--- src/hdl/f16fr_pkg.sv ---
// ----------------------------------------------------------------------------
// f16fr_pkg
// shared types, codes and helpers of the fletcher-16 frame receiver
// ----------------------------------------------------------------------------
package f16fr_pkg;

  localparam int BYTE_W     = 8;
  localparam int LEN_W      = 16;
  localparam int STATUS_W   = 3;
  localparam int CFG_IDX_W  = 8;

  localparam logic [BYTE_W:0] FLETCHER_MOD = 9'h0ff;

  typedef enum logic [5:0] {
    PH_CODE     = 6'b000001,
    PH_LEN_HI   = 6'b000010,
    PH_LEN_LO   = 6'b000100,
    PH_PAYLOAD  = 6'b001000,
    PH_CHECK_HI = 6'b010000,
    PH_CHECK_LO = 6'b100000
  } phase_t;

  localparam logic [STATUS_W-1:0] ST_OK              = 3'd0;
  localparam logic [STATUS_W-1:0] ST_REMOTE_CHECKSUM = 3'd1;
  localparam logic [STATUS_W-1:0] ST_REQ_LARGE       = 3'd2;
  localparam logic [STATUS_W-1:0] ST_RESP_LARGE      = 3'd3;
  localparam logic [STATUS_W-1:0] ST_UNEXPECTED      = 3'd4;
  localparam logic [STATUS_W-1:0] ST_BAD_CHECKSUM    = 3'd5;

  localparam logic [CFG_IDX_W-1:0] CFG_REPLY_FOLLOWS  = 8'd0;
  localparam logic [CFG_IDX_W-1:0] CFG_CHECKSUM_ERROR = 8'd1;
  localparam logic [CFG_IDX_W-1:0] CFG_REQUEST_LARGE  = 8'd2;
  localparam logic [CFG_IDX_W-1:0] CFG_RESPONSE_LARGE = 8'd3;

  localparam logic [BYTE_W-1:0] RST_REPLY_FOLLOWS  = 8'd1;
  localparam logic [BYTE_W-1:0] RST_CHECKSUM_ERROR = 8'd2;
  localparam logic [BYTE_W-1:0] RST_REQUEST_LARGE  = 8'd3;
  localparam logic [BYTE_W-1:0] RST_RESPONSE_LARGE = 8'd4;

  typedef struct packed {
    logic [BYTE_W-1:0] reply_follows_code;
    logic [BYTE_W-1:0] checksum_error_code;
    logic [BYTE_W-1:0] request_large_code;
    logic [BYTE_W-1:0] response_large_code;
  } codes_t;

  typedef struct packed {
    logic                valid;
    logic [BYTE_W-1:0]   payload_byte;
    logic                is_payload;
    logic                frame_done;
    logic [STATUS_W-1:0] frame_status;
  } result_t;

  // both operands below 2*255, so one conditional subtract suffices
  function automatic logic [BYTE_W-1:0] add_mod255(input logic [BYTE_W-1:0] a,
                                                   input logic [BYTE_W-1:0] b);
    logic [BYTE_W:0] s;
    logic [BYTE_W:0] r;
    s = {1'b0, a} + {1'b0, b};
    r = (s >= FLETCHER_MOD) ? (s - FLETCHER_MOD) : s;
    return r[BYTE_W-1:0];
  endfunction

endpackage

--- src/hdl/f16fr_parser.sv ---
// ----------------------------------------------------------------------------
// f16fr_parser
// frame state machine, length counter and fletcher-16 sums; one byte per step
// ----------------------------------------------------------------------------
module f16fr_parser (
  input  logic                        clk,
  input  logic                        rst_n,
  input  logic                        step,
  input  logic [f16fr_pkg::BYTE_W-1:0] rx_byte,
  input  f16fr_pkg::codes_t           codes,
  output f16fr_pkg::result_t          result
);

  f16fr_pkg::phase_t               phase_r, phase_nxt;
  logic [f16fr_pkg::LEN_W-1:0]     bytes_left_r, bytes_left_nxt;
  logic [f16fr_pkg::BYTE_W-1:0]    sum_lo_r, sum_lo_nxt;
  logic [f16fr_pkg::BYTE_W-1:0]    sum_hi_r, sum_hi_nxt;
  logic [f16fr_pkg::BYTE_W-1:0]    held_r, held_nxt;
  logic [f16fr_pkg::BYTE_W-1:0]    lo_add;

  assign lo_add = f16fr_pkg::add_mod255(sum_lo_r, rx_byte);

  always_comb begin
    phase_nxt      = phase_r;
    bytes_left_nxt = bytes_left_r;
    sum_lo_nxt     = sum_lo_r;
    sum_hi_nxt     = sum_hi_r;
    held_nxt       = held_r;
    result         = '0;
    unique case (phase_r)
      f16fr_pkg::PH_CODE: begin
        if (rx_byte == codes.checksum_error_code) begin
          result.valid        = 1'b1;
          result.frame_done   = 1'b1;
          result.frame_status = f16fr_pkg::ST_REMOTE_CHECKSUM;
        end else if (rx_byte == codes.request_large_code) begin
          result.valid        = 1'b1;
          result.frame_done   = 1'b1;
          result.frame_status = f16fr_pkg::ST_REQ_LARGE;
        end else if (rx_byte == codes.response_large_code) begin
          result.valid        = 1'b1;
          result.frame_done   = 1'b1;
          result.frame_status = f16fr_pkg::ST_RESP_LARGE;
        end else if (rx_byte != codes.reply_follows_code) begin
          result.valid        = 1'b1;
          result.frame_done   = 1'b1;
          result.frame_status = f16fr_pkg::ST_UNEXPECTED;
        end else begin
          sum_lo_nxt     = '0;
          sum_hi_nxt     = '0;
          bytes_left_nxt = '0;
          phase_nxt      = f16fr_pkg::PH_LEN_HI;
        end
      end
      f16fr_pkg::PH_LEN_HI: begin
        bytes_left_nxt = {rx_byte, {f16fr_pkg::BYTE_W{1'b0}}};
        phase_nxt      = f16fr_pkg::PH_LEN_LO;
      end
      f16fr_pkg::PH_LEN_LO: begin
        bytes_left_nxt = {bytes_left_r[f16fr_pkg::LEN_W-1:f16fr_pkg::BYTE_W], rx_byte};
        phase_nxt      = (bytes_left_nxt == '0) ? f16fr_pkg::PH_CHECK_HI
                                                : f16fr_pkg::PH_PAYLOAD;
      end
      f16fr_pkg::PH_PAYLOAD: begin
        sum_lo_nxt          = lo_add;
        sum_hi_nxt          = f16fr_pkg::add_mod255(sum_hi_r, lo_add);
        bytes_left_nxt      = bytes_left_r - 1'b1;
        if (bytes_left_nxt == '0) begin
          phase_nxt = f16fr_pkg::PH_CHECK_HI;
        end
        result.valid        = 1'b1;
        result.payload_byte = rx_byte;
        result.is_payload   = 1'b1;
      end
      f16fr_pkg::PH_CHECK_HI: begin
        held_nxt  = rx_byte;
        phase_nxt = f16fr_pkg::PH_CHECK_LO;
      end
      f16fr_pkg::PH_CHECK_LO: begin
        result.valid        = 1'b1;
        result.frame_done   = 1'b1;
        result.frame_status = ((held_r == sum_hi_r) && (rx_byte == sum_lo_r))
                              ? f16fr_pkg::ST_OK : f16fr_pkg::ST_BAD_CHECKSUM;
        phase_nxt           = f16fr_pkg::PH_CODE;
      end
      default: begin
        phase_nxt = f16fr_pkg::PH_CODE;
      end
    endcase
  end

  always_ff @(posedge clk) begin
    if (!rst_n) begin
      phase_r      <= f16fr_pkg::PH_CODE;
      bytes_left_r <= '0;
      sum_lo_r     <= '0;
      sum_hi_r     <= '0;
      held_r       <= '0;
    end else if (step) begin
      phase_r      <= phase_nxt;
      bytes_left_r <= bytes_left_nxt;
      sum_lo_r     <= sum_lo_nxt;
      sum_hi_r     <= sum_hi_nxt;
      held_r       <= held_nxt;
    end
  end

endmodule

--- src/hdl/fletcher16_frame_receiver_core.sv ---
// ----------------------------------------------------------------------------
// fletcher16_frame_receiver_core
// length-prefixed frame receiver with fletcher-16 check
// ----------------------------------------------------------------------------
// Received bytes arrive on the in_ channel (valid/ready), one byte per
// transaction. Each frame is a code byte, a 16-bit big-endian length, the
// payload bytes and two check bytes (sum2, then sum1). Every payload byte
// gives one out_ transaction with out_is_payload set; the end of a frame
// gives one with out_frame_done and out_frame_status. Other bytes give none.
// The cfg_ channel writes the four code registers by index; it is always
// ready, and writes to unknown indexes are ignored.
// An accepted byte lands in an input register, is decoded once the output
// register can take its result, and the result then sits in the output register.
// One byte per cycle is sustained while out_ready is high, limited only
// by the single decode step between the two registers.
// When out_ready is low, the input register still takes one more byte;
// after that in_ready drops until the output register drains.
// Synchronous reset returns the decoder to waiting for a code byte, empties
// both registers and restores the default codes (1, 2, 3, 4).
// ----------------------------------------------------------------------------
module fletcher16_frame_receiver_core (
  input  logic                             clk,
  input  logic                             rst_n,
  input  logic                             in_valid,
  output logic                             in_ready,
  input  logic [f16fr_pkg::BYTE_W-1:0]     in_rx_byte,
  output logic                             out_valid,
  input  logic                             out_ready,
  output logic [f16fr_pkg::BYTE_W-1:0]     out_payload_byte,
  output logic                             out_is_payload,
  output logic                             out_frame_done,
  output logic [f16fr_pkg::STATUS_W-1:0]   out_frame_status,
  input  logic                             cfg_valid,
  output logic                             cfg_ready,
  input  logic [f16fr_pkg::CFG_IDX_W-1:0]  cfg_index,
  input  logic [f16fr_pkg::BYTE_W-1:0]     cfg_data
);

  f16fr_pkg::codes_t               codes_r;
  logic                            in_full_r;
  logic [f16fr_pkg::BYTE_W-1:0]    in_byte_r;
  f16fr_pkg::result_t              res;
  f16fr_pkg::result_t              out_r;
  logic                            advance;

  assign cfg_ready = 1'b1;
  assign advance   = in_full_r && (!out_r.valid || out_ready);
  assign in_ready  = !in_full_r || advance;

  always_ff @(posedge clk) begin
    if (!rst_n) begin
      codes_r.reply_follows_code  <= f16fr_pkg::RST_REPLY_FOLLOWS;
      codes_r.checksum_error_code <= f16fr_pkg::RST_CHECKSUM_ERROR;
      codes_r.request_large_code  <= f16fr_pkg::RST_REQUEST_LARGE;
      codes_r.response_large_code <= f16fr_pkg::RST_RESPONSE_LARGE;
    end else if (cfg_valid) begin
      unique case (cfg_index)
        f16fr_pkg::CFG_REPLY_FOLLOWS:  codes_r.reply_follows_code  <= cfg_data;
        f16fr_pkg::CFG_CHECKSUM_ERROR: codes_r.checksum_error_code <= cfg_data;
        f16fr_pkg::CFG_REQUEST_LARGE:  codes_r.request_large_code  <= cfg_data;
        f16fr_pkg::CFG_RESPONSE_LARGE: codes_r.response_large_code <= cfg_data;
        default: ;
      endcase
    end
  end

  always_ff @(posedge clk) begin
    if (!rst_n) begin
      in_full_r <= 1'b0;
    end else if (in_valid && in_ready) begin
      in_full_r <= 1'b1;
    end else if (advance) begin
      in_full_r <= 1'b0;
    end
  end

  always_ff @(posedge clk) begin
    if (in_valid && in_ready) begin
      in_byte_r <= in_rx_byte;
    end
  end

  f16fr_parser u_parser (
    .clk     (clk),
    .rst_n   (rst_n),
    .step    (advance),
    .rx_byte (in_byte_r),
    .codes   (codes_r),
    .result  (res)
  );

  always_ff @(posedge clk) begin
    if (!rst_n) begin
      out_r.valid <= 1'b0;
    end else if (advance) begin
      out_r <= res;
    end else if (out_ready) begin
      out_r.valid <= 1'b0;
    end
  end

  assign out_valid        = out_r.valid;
  assign out_payload_byte = out_r.payload_byte;
  assign out_is_payload   = out_r.is_payload;
  assign out_frame_done   = out_r.frame_done;
  assign out_frame_status = out_r.frame_status;

endmodule

--- config.mk ---
export PLATFORM = sky130hd
export DESIGN_NAME = fletcher16_frame_receiver_core
export DESIGN_NICKNAME = d
export VERILOG_FILES = /design/src/hdl/f16fr_pkg.sv /design/src/hdl/f16fr_parser.sv /design/src/hdl/fletcher16_frame_receiver_core.sv
export SDC_FILE = /design/constraint.sdc
export NUM_CORES = 1
export LEC_CHECK = 0
export BUFFER_PORTS_ARGS = -buffer_cell sky130_fd_sc_hd__buf_4
export CAP_MARGIN = 10
export CORE_MARGIN = 2
export CORE_UTILIZATION = 55
export DETAILED_ROUTE_END_ITERATION = 7
export PLACE_DENSITY = 0.74
export SLEW_MARGIN = 15
export SYNTH_ARGS = -nofsm -noshare
export SYNTH_HDL_FRONTEND = slang
export SYNTH_SLANG_ARGS = --single-unit
--- constraint.sdc ---
create_clock -name clk -period 14.2 [get_ports clk]
set_input_delay 0 -clock clk [delete_from_list [all_inputs] [get_ports clk]]
set_output_delay 0 -clock clk [all_outputs]
set_load 0.1 [all_outputs]
After elaboration in Yosys (flattened, before gate mapping)

Index checks and enable logic that the tools add are counted.

Reduce and logical (&&, ||, !) cells: 26
Order comparisons: 2
Mux-type cells: 36
Bitwise gates (word level): 1
Add/sub/neg operators: 5
Equal/unequal tests: 20

Operators by type and width:

| cell                                                                                | number |
|---|---|
| 16-bit 2-to-1 mux                                                                   | 4 |
| 16-bit one-hot mux with 4 select lines                                              | 1 |
| 8-bit 2-to-1 mux                                                                    | 6 |
| 8-bit equality test                                                                 | 5 |
| 16-bit logical NOT                                                                  | 2 |
| 8-bit one-hot mux with 2 select lines                                               | 2 |
| 6-bit 2-to-1 mux                                                                    | 5 |
| 6-bit one-hot mux with 5 select lines                                               | 1 |
| 8-bit by 8-bit adder with 9-bit output                                              | 2 |
| 9-bit by 8-bit greater-or-equal comparator with 1-bit output, second input constant | 2 |
| 6-bit AND reduction                                                                 | 3 |
| 8-bit by 2-bit equality test with 1-bit output, second input constant               | 2 |
| 4-bit 2-to-1 mux                                                                    | 4 |
| 16-bit by 1-bit subtractor with 16-bit output, second input constant                | 1 |
| 8-bit subtractor, second input constant                                             | 2 |
| 2-bit AND reduction                                                                 | 6 |
| 1-bit 2-to-1 mux                                                                    | 9 |
| 8-bit by 1-bit equality test with 1-bit output, second input constant               | 1 |
| 8-bit logical NOT                                                                   | 1 |
| 2-bit != test, second input constant                                                | 4 |
| 8-bit != test                                                                       | 1 |
| 4-bit one-hot mux with 2 select lines                                               | 1 |
| 7-bit AND reduction                                                                 | 1 |
| 6-bit by 1-bit equality test with 1-bit output, second input constant               | 1 |
| 17 further kinds                                                                    | 23 |

Logic and storage cells: 107
Register bits: 101
Input bits: 29
Output and inout bits: 16

Depth between registers and ports, before layout

Gate-level depths: netlist of the first run.

Word-level depth: 7
Mapped depth: 19

Cells and area by module

From an unflattened synthesis of the first run, not the netlist that was laid out.

Cells, all modules: 698
Area, all modules: 6393.6 um^2

By module, submodules not included:

| module                         | seq. area each (um^2) | area each (um^2) | cells an instance | times used |
|---|---|---|---|---|
| f16fr_parser                   | 920.9                 | 4394.2           | 543               | 1 |
| fletcher16_frame_receiver_core | 1311.3                | 1999.4           | 155               | 1 |

Worst setup path after synthesis of the first run

No wires, ideal clock.

Kind: reg2reg
From: register in_byte_r[0] in the netlist's numbering
To: register u_parser.sum_hi_r[2] in the netlist's numbering
Arrival: 4968 ps
Stages on the path, launching flop included: 20
Buffers on the path: 0
Clock period less this slack: 5093 ps
Library setup time: 125 ps
Slack: 9107 ps
Cells stage by stage: edfxtp_1 > ha_1 > fa_1 > xor2_1 > o21ai_0 > nor4b_1 > nand3_1 > nor2_1 > a21o_1 > xor2_1 > ha_1 > inv_1 > fa_1 > nand2b_1 > a2111o_1 > o211ai_1 > nor4b_1 > a31oi_1 > a221oi_1 > o2bb2ai_1

Cells in the longest elaborated chain, start to end: 7
Elaborated cells between the ends (all ways): 18
Those cells by class: add/sub (4); order compare (2); eq/ne (8); mux (3); reduce/logical (1)

Ends and longest elaborated chain:

| element                                                                                          | RTL line                             | text |
|---|---|---|
| start, declared                                                                                  | fletcher16_frame_receiver_core.sv:41 | `logic [f16fr_pkg::BYTE_W-1:0] in_byte_r;` |
| start signal, assigned                                                                           | fletcher16_frame_receiver_core.sv:79 | `in_byte_r <= in_rx_byte;` |
| 8-bit by 8-bit adder with 9-bit output                                                           | f16fr_pkg.sv:60                      | `s = {1'b0, a} + {1'b0, b};` |
| 8-bit subtractor or 9-bit by 8-bit greater-or-equal comparator with 1-bit output (tied branches) | f16fr_pkg.sv:61                      | `r = (s >= FLETCHER_MOD) ? (s - FLETCHER_MOD) : s;` |
| 8-bit 2-to-1 mux                                                                                 | f16fr_pkg.sv:61                      |  |
| 8-bit by 8-bit adder with 9-bit output                                                           | f16fr_pkg.sv:60                      |  |
| 8-bit subtractor or 9-bit by 8-bit greater-or-equal comparator with 1-bit output (tied branches) | f16fr_pkg.sv:61                      |  |
| 8-bit 2-to-1 mux                                                                                 | f16fr_pkg.sv:61                      |  |
| 8-bit one-hot mux with 2 select lines                                                            | f16fr_parser.sv:30                   | `unique case (phase_r)` |
| end signal, assigned                                                                             | f16fr_parser.sv:103                  | `sum_hi_r <= sum_hi_nxt;` |
| end, declared                                                                                    | f16fr_parser.sv:17                   | `logic [f16fr_pkg::BYTE_W-1:0] sum_hi_r, sum_hi_nxt;` |

Several ways; a longest one is shown, not always the timed one.
A chain may end at the register's enable or synchronous reset.

Worst setup path after layout of the first run

Same ends and word-level chain as after synthesis.

==> results.toml, run 1 <==
[outcome]
outcome = "finished, final reports clean"

[synth]
yosys.area.top_type = "dfxtp_1"
synth_edf_count = 21
syn_avg_cell_area_um2 = 8.837
syn-instance-count = 702
yosys_warnings = 0
synth_top_area_frac = 0.2582
ys.flop_type = "dfxtp_1"
synth_area_leaders = "dfxtp_1 (26%), edfxtp_1 (10%), mux2i_1 (8.1%), xnor2_1 (5.8%), nor2_1 (5.1%)"
async_flop_share = 0
ys_ff_latch = 101
syn-num-nets = 753
synth_area_um2 = 6203
synth.distinct_cells = 71
seq_area_frac_synth = 0.3598

[floorplan]
initial_core_util = 0.5673
fp.dieW_um = 110.2
fp.coreArea_um2 = 10940
die_h_um = 110.2
dieArea_um2 = 12140
rows = 38
ios = 45

[clock_network]
path_clk_slew_ps = 70
insertion_delay_ps = 350
cts_max_path_buffers = 2
clock-sinks = 101
cts-resized-gates = 0
cts_tree = "yes"
h-tree-depth = 3
root_buffer = "clkbuf_16"
cts_made_buffers = 9

[sta]
skew_ps = 5.094
hold_ws_ps = 8.971
max_freq_mhz = 162.8
fin_ws_ps = 8056
setup_viol = 0
worst_pin_slew_ps = 866.9
timing.slew.headroom = 0.4139
period_minus_slack_ps = 6144
drv_slew = 0
fin_crit_sh = 0.4327
rsz0062_at_grt = "false"
hold_viol = 0
tns_ps = 0

[drt]
avgRoutedWirePerCell_um = 17.90
drc = 0
route.vias.total = 5399
drtIter0Drc = 349
firstDrtPassIters = 5
routed_wl_mm = 15.81
drtAntennaViolNets = 0
viasPerCell = 6.114

[final_layout]
drive_gt1_frac = 0.1090
diodes = 0
layout_commonest_cell = "nor2_1"
area_growth_pct = 13.76
nets = 789
layout_common_cells = "nor2_1 (83), dfxtp_1 (80), mux2i_1 (50), buf_4 (49)"
fin_util = 0.6453

[place]
dp_hpwl_mm = 11.12
pre_cts_ws_ps = 8152
io_buffers = 43
gp_congestion = 0.9154

[worst_setup_path]
cp-start-kind = "flip-flop"
crit_path_top_delay_cell = "nor4b_1"
crit_buf_inv = 1
path_class = "flip-flop to flip-flop"
crit_family = "simple AND/OR/NAND/NOR gates"
arrival_ps = 6370
cp_max_fo = 10
endpoint_kind = "flip-flop"
worstPathRequired_ps = 14430
path_cells = "ha_1 > fa_1 > xor2_1 > o21ai_0 > nor4b_1 > nand3_1 > nor2_1 > a21o_1 > xor2_1 > ha_1 > inv_1 > fa_1 > nand2b_1 > a2111o_1 > o211ai_1 > nor4b_1 > a31oi_1 > a221oi_1 > o2bb2ai_1"
slowest_delay_ps = 710

[flow_run]
maxCapViolCount = 0

[global_route]
grt_max_degree = 57
antenna_found_initial = 0
grt_pass1_wl_mm = 25.15
grt_pass1_vias = 4990
grt_usage = 0.2687
grt_overflow = 0

[power]
vdd_ir_drop_max_mv = 0.1153
leakagePower_nw = 2.909
powerDensity_nw_per_um2 = 85.96

[min_path]
hp-class = "input port to flip-flop"
final timing paths:
path | start | endpoint | slack (ps) | cells after the start
worst max-delay path | in_byte_r[0] | u_parser.sum_hi_r[2] | 8060 | 19
worst max register to register | in_byte_r[0] | u_parser.sum_hi_r[2] | 8060 | 19
worst min register to register | codes_r[8] | codes_r[8] | 510 | 2
worst min-delay path | out_ready | out_valid | 9 | 3
report_power, final:
part           switching, W  internal, W  total [W]  leakage, nW
Sequential       0.00000738     0.000295   0.000303        0.839
Clock              0.000110     0.000134   0.000244        0.145
Combinational     0.0000362    0.0000235  0.0000597         1.93
synth_stat cells (7+ instances only):
master and instances:
a21oi_1 29, ha_1 20, dfxtp_1 80, xor2_1 19
nor3_1 13, o31ai_1 10, a211oi_1 10, o211ai_1 14
nor2b_1 8, nand2_1 41, a21o_1 7, nor2_1 84
mux2i_1 50, clkbuf_1 31, a22o_1 7, inv_1 15
nand3_1 17, o21ai_0 20, nand4_1 10, and2_1 15
nand3b_1 7, buf_2 9, edfxtp_1 21, nor4_1 17
xnor2_1 41, nand2b_1 7, and3_1 7
layout make-up:
type | instances | area [um^2]
clock buffer | 13 | 271.5
clock inverter | 3 | 18.77
fill | 920 | 3879
inverter | 15 | 56.30
multi-input combinational | 543 | 3747
sequential | 101 | 2232
tap | 140 | 175.2
timing repair buffer | 68 | 555.5
cells by family after synthesis:
| kind of cell | Yosys count | synth area share |
|---|---|---|
| buffers and inverters | 58 | 0.03751 |
| xor gates and xnor gates | 60 | 0.08471 |
| muxes | 52 | 0.08431 |
| other | 1 | 0.0006045 |
| and+or+nand+nor | 261 | 0.2188 |
| AOI/OAI and AO/OA | 147 | 0.1674 |
| adders and majority gates | 22 | 0.04679 |
| DFF | 101 | 0.3598 |
worst min-delay path, stage by stage:
cell,delay [ps]
buf_4,80
nand2b_1,150
a21oi_1,80
per-layer routing:
metal	wire length (um)	global-route usage	up-vias
met4	294	0.07411	0
met1	6878	0.3434	2582
met3	971	0.05644	27
met5	0	0	-
li1	-	-	2638
met2	7663	0.4597	152
sequential cells by signal, summed over array words and instances (netlist names):
register	flops
codes_r	32
u_parser.bytes_left_r	16
in_byte_r	8
out_payload_byte	8
u_parser.held_r	8
u_parser.sum_hi_r	8
u_parser.sum_lo_r	8
u_parser.phase_r	6
out_frame_status	3
in_full_r	1
out_frame_done	1
out_is_payload	1
out_valid	1
what timing repair did:
action,CTS,global route
buffers inserted,0,0
hold buffers,18,0
hold endpoints to repair,41,0
endpoints found under the setup margin,0,0
metrics by stage:
stage                     instances  total power, W  cell area (um^2)
after global routing            883       0.0006233              7057
after global placement          848       0.0003630              6570
after floorplan                 702       0.0003452              6203
after CTS                       882       0.0006064              7041
final                           883       0.0006066              7057
after detailed placement        848       0.0003638              6570
No activity file was read; power rests on OpenSTA's default activity.
==> run 2: changes to the inputs <==
ABC_AREA = 1   (was not set)
PLACE_DENSITY = 0.77   (was 0.74)
clock period = 5.52 ns   (was 14.2 ns; I/O delays follow)
==> run 2 against run 1 <==
  * Combinational power rose to 8.9 times the previous value
  * Sequential share of layout area is 0.41 points higher
  * Critical path depth up 7
  * Count of clock-buffer cells in the layout decreased by 4
  * Design area shrank 1.3%
  * Global-route usage shrank 0.22 points
  * Area after synthesis down 0.63%
  * Largest power group unchanged
  * Synthesized cell count grew 21%
  * Power increased to 3.0 times the previous value
  * Clock power up 91%
  * Die area decreased by 0.60%
  * Utilization decreased by 0.56 points
==> results.toml, run 2 <==
[drt]
firstDrtPassIters = 5
routed_wl_mm = 15.27
viasPerCell = 5.485
avgRoutedWirePerCell_um = 14.50
drtIter0Drc = 455
drtAntennaViolNets = 0
route.vias.total = 5776
drc = 0

[synth]
syn-num-nets = 903
synth.distinct_cells = 48
synth_edf_count = 21
synthMuxAreaShare = 0
synth_area_um2 = 6165
yosys_warnings = 0
ys.flop_type = "dfxtp_1"
ys_ff_latch = 101
seq_area_frac_synth = 0.3621
synth_top_area_frac = 0.2598
synthXorXnorAreaFrac = 0.05967
synthTopCellsByCount = "nand2_1 (190), inv_1 (91), nor2_1 (81)"
synth-adder-area-share = 0.04709
syn-instance-count = 852
yosys.area.top_type = "dfxtp_1"
yosys.area_share.simple = 0.3059
syn_avg_cell_area_um2 = 7.236
synth_compound_area_frac = 0.1459
synth_top_family_by_area = "simple AND/OR/NAND/NOR gates"
async_flop_share = 0
synth.most_common_cell = "nand2_1"
synth_area_leaders = "dfxtp_1 (26%), nand2_1 (12%), edfxtp_1 (10%), a21oi_1 (5.9%), inv_1 (5.5%)"

[sta]
tns_ps = 0
hold_viol = 0
drv_slew = 0
worst_pin_slew_ps = 1005
skew_ps = 14.24
timing.slew.headroom = 0.3272
setup_viol = 0
fin_crit_sh = 0.8385
max_freq_mhz = 216.1
period_minus_slack_ps = 4628
rsz0062_at_grt = "false"

[clock_network]
cts_made_buffers = 9
insertion_delay_ps = 380
post_cts_buffers = 0
h-tree-depth = 3
cts_tree = "yes"
clock-sinks = 101
cts_max_path_buffers = 2
root_buffer = "clkbuf_8"
path_clk_slew_ps = 100

[power]
powerDensity_nw_per_um2 = 259.7
leakagePower_nw = 3.168
vdd_ir_drop_max_mv = 0.2074

[final_layout]
top_regs = "codes_r: 32 flops, u_parser.bytes_left_r: 16 flops"
diodes = 0
nets = 960
drive_gt1_frac = 0.1303
fin_cells = 1053
largest_reg_flops = 32
layout_common_cells = "nand2_1 (190), inv_1 (91), nor2_1 (81), dfxtp_1 (80), a21oi_1 (73)"
fill_cells = 967
area_growth_pct = 12.99
top_register = "codes_r"
layout_commonest_cell = "nand2_1"

[floorplan]
initial_core_util = 0.5662
ios = 45
dieArea_um2 = 12070
die_h_um = 109.9
fp.dieW_um = 109.9
fp.coreArea_um2 = 10890
rows = 38

[worst_setup_path]
crit_end = "u_parser.sum_hi_r[4]"
worstPathRequired_ps = 5840
path_class = "flip-flop to flip-flop"
rr_endpoint = "u_parser.sum_hi_r[4]"
crit_family = "simple AND/OR/NAND/NOR gates"
r2r-start = "in_byte_r[0]"
slowest_delay_ps = 450
critPathLaunch = "in_byte_r[0]"
cp-start-kind = "flip-flop"
cp_max_fo = 9
arrival_ps = 4950
r2r_slack_ps = 890
reg2reg_depth = 26
crit_buf_inv = 4
crit_cells = 26
crit_path_top_delay_cell = "edfxtp_1"
endpoint_kind = "flip-flop"
crit_top_cell = "nand2_1"

[place]
gp_congestion = 0.9493
dp_hpwl_mm = 11.06
io_buffers = 43
dpl.cell_count = 1018

[flow_run]
maxCapViolCount = 0

[outcome]
outcome = "finished, final reports clean"

[global_route]
grt_usage = 0.2665
grt_overflow = 0
grt_pass1_vias = 5287
grt_pass1_wl_mm = 25.12
antenna_found_initial = 0
grt_max_degree = 52

[min_path]
hp-class = "input port to flip-flop"
-- run 2: cell types whose count changed after synthesis, moves of 12 or more --
| cell | previous run | this run |
|---|---|---|
| mux2i_1 | 50 | 0 |
| inv_2 | 0 | 12 |
| inv_1 | 15 | 91 |
| clkbuf_1 | 31 | 11 |
| and2_1 | 15 | 2 |
| nand2_1 | 41 | 190 |
| nand3_1 | 17 | 44 |
| o21ai_0 | 20 | 52 |
| a21oi_1 | 29 | 73 |
| nand4_1 | 10 | 23 |
| xnor2_1 | 41 | 17 |
-- run 2: cell type report --
class / instances / area, um^2 / area share
sequential: 101 / 2232 / 0.3205
clock buffer: 9 / 123.9 / 0.01778
multi-input combinational: 629 / 3447 / 0.4949
tap: 140 / 175.2 / 0.02515
timing repair buffer: 65 / 538.0 / 0.07724
inverter: 103 / 386.6 / 0.05551
clock inverter: 6 / 62.56 / 0.008981
-- run 2: through the flow --
stage          hold WS (ps)  area [um^2]  power [W]    util  worst slack, ps
6_report              65.70         6965   0.001809  0.6397            891.6
5_1_grt               68.59         6965   0.001906  0.6397            370.8
4_1_cts               46.81         6965   0.001808  0.6397            900.3
3_5_place_dp          179.4         6579   0.001341  0.6042            915.1
3_3_place_gp          178.2         6579   0.001337  0.6042             1077
2_1_floorplan         98.87         6165   0.001231       -             1357
-- run 2: timing repair --
item | CTS | global route
hold buffers | 20 | 0
endpoints found under the hold margin | 42 | 0
gates resized for setup | 0 | 0
-- run 2: worst min path at each step --
| stage | endpoint | cells after the start | slack, ps | start |
|---|---|---|---|---|
| final | codes_r[8] | 2 | 70 | rst_n |
| after detailed placement | in_byte_r[1] | 1 | 180 | in_rx_byte[1] |
| after global routing | codes_r[8] | 2 | 70 | rst_n |
| after CTS | codes_r[9] | 2 | 50 | rst_n |
| after floorplan | in_byte_r[0] | 0 | 100 | in_rx_byte[0] |
| after global placement | in_byte_r[6] | 1 | 180 | in_rx_byte[6] |
-- run 2: per-layer routing --
layer	global-route usage	up-vias	routed length, um
li1	-	2940	-
met1	0.3610	2649	7067
met2	0.4351	160	7110
met3	0.04386	27	805
met4	0.08047	0	286
met5	0	-	0
-- run 2: power by group --
group	internal [W]	switching (W)
combinational	0.000175	0.000357
sequential	0.000782	0.0000293
clock	0.000207	0.000258
-- run 2: kinds of logic after synthesis --
group | count (synthesis)
buf+inv | 122
simple gates | 404
xor+xnor | 39
fa+ha+maj | 22
compound gates | 163
flops | 101
other cells | 1
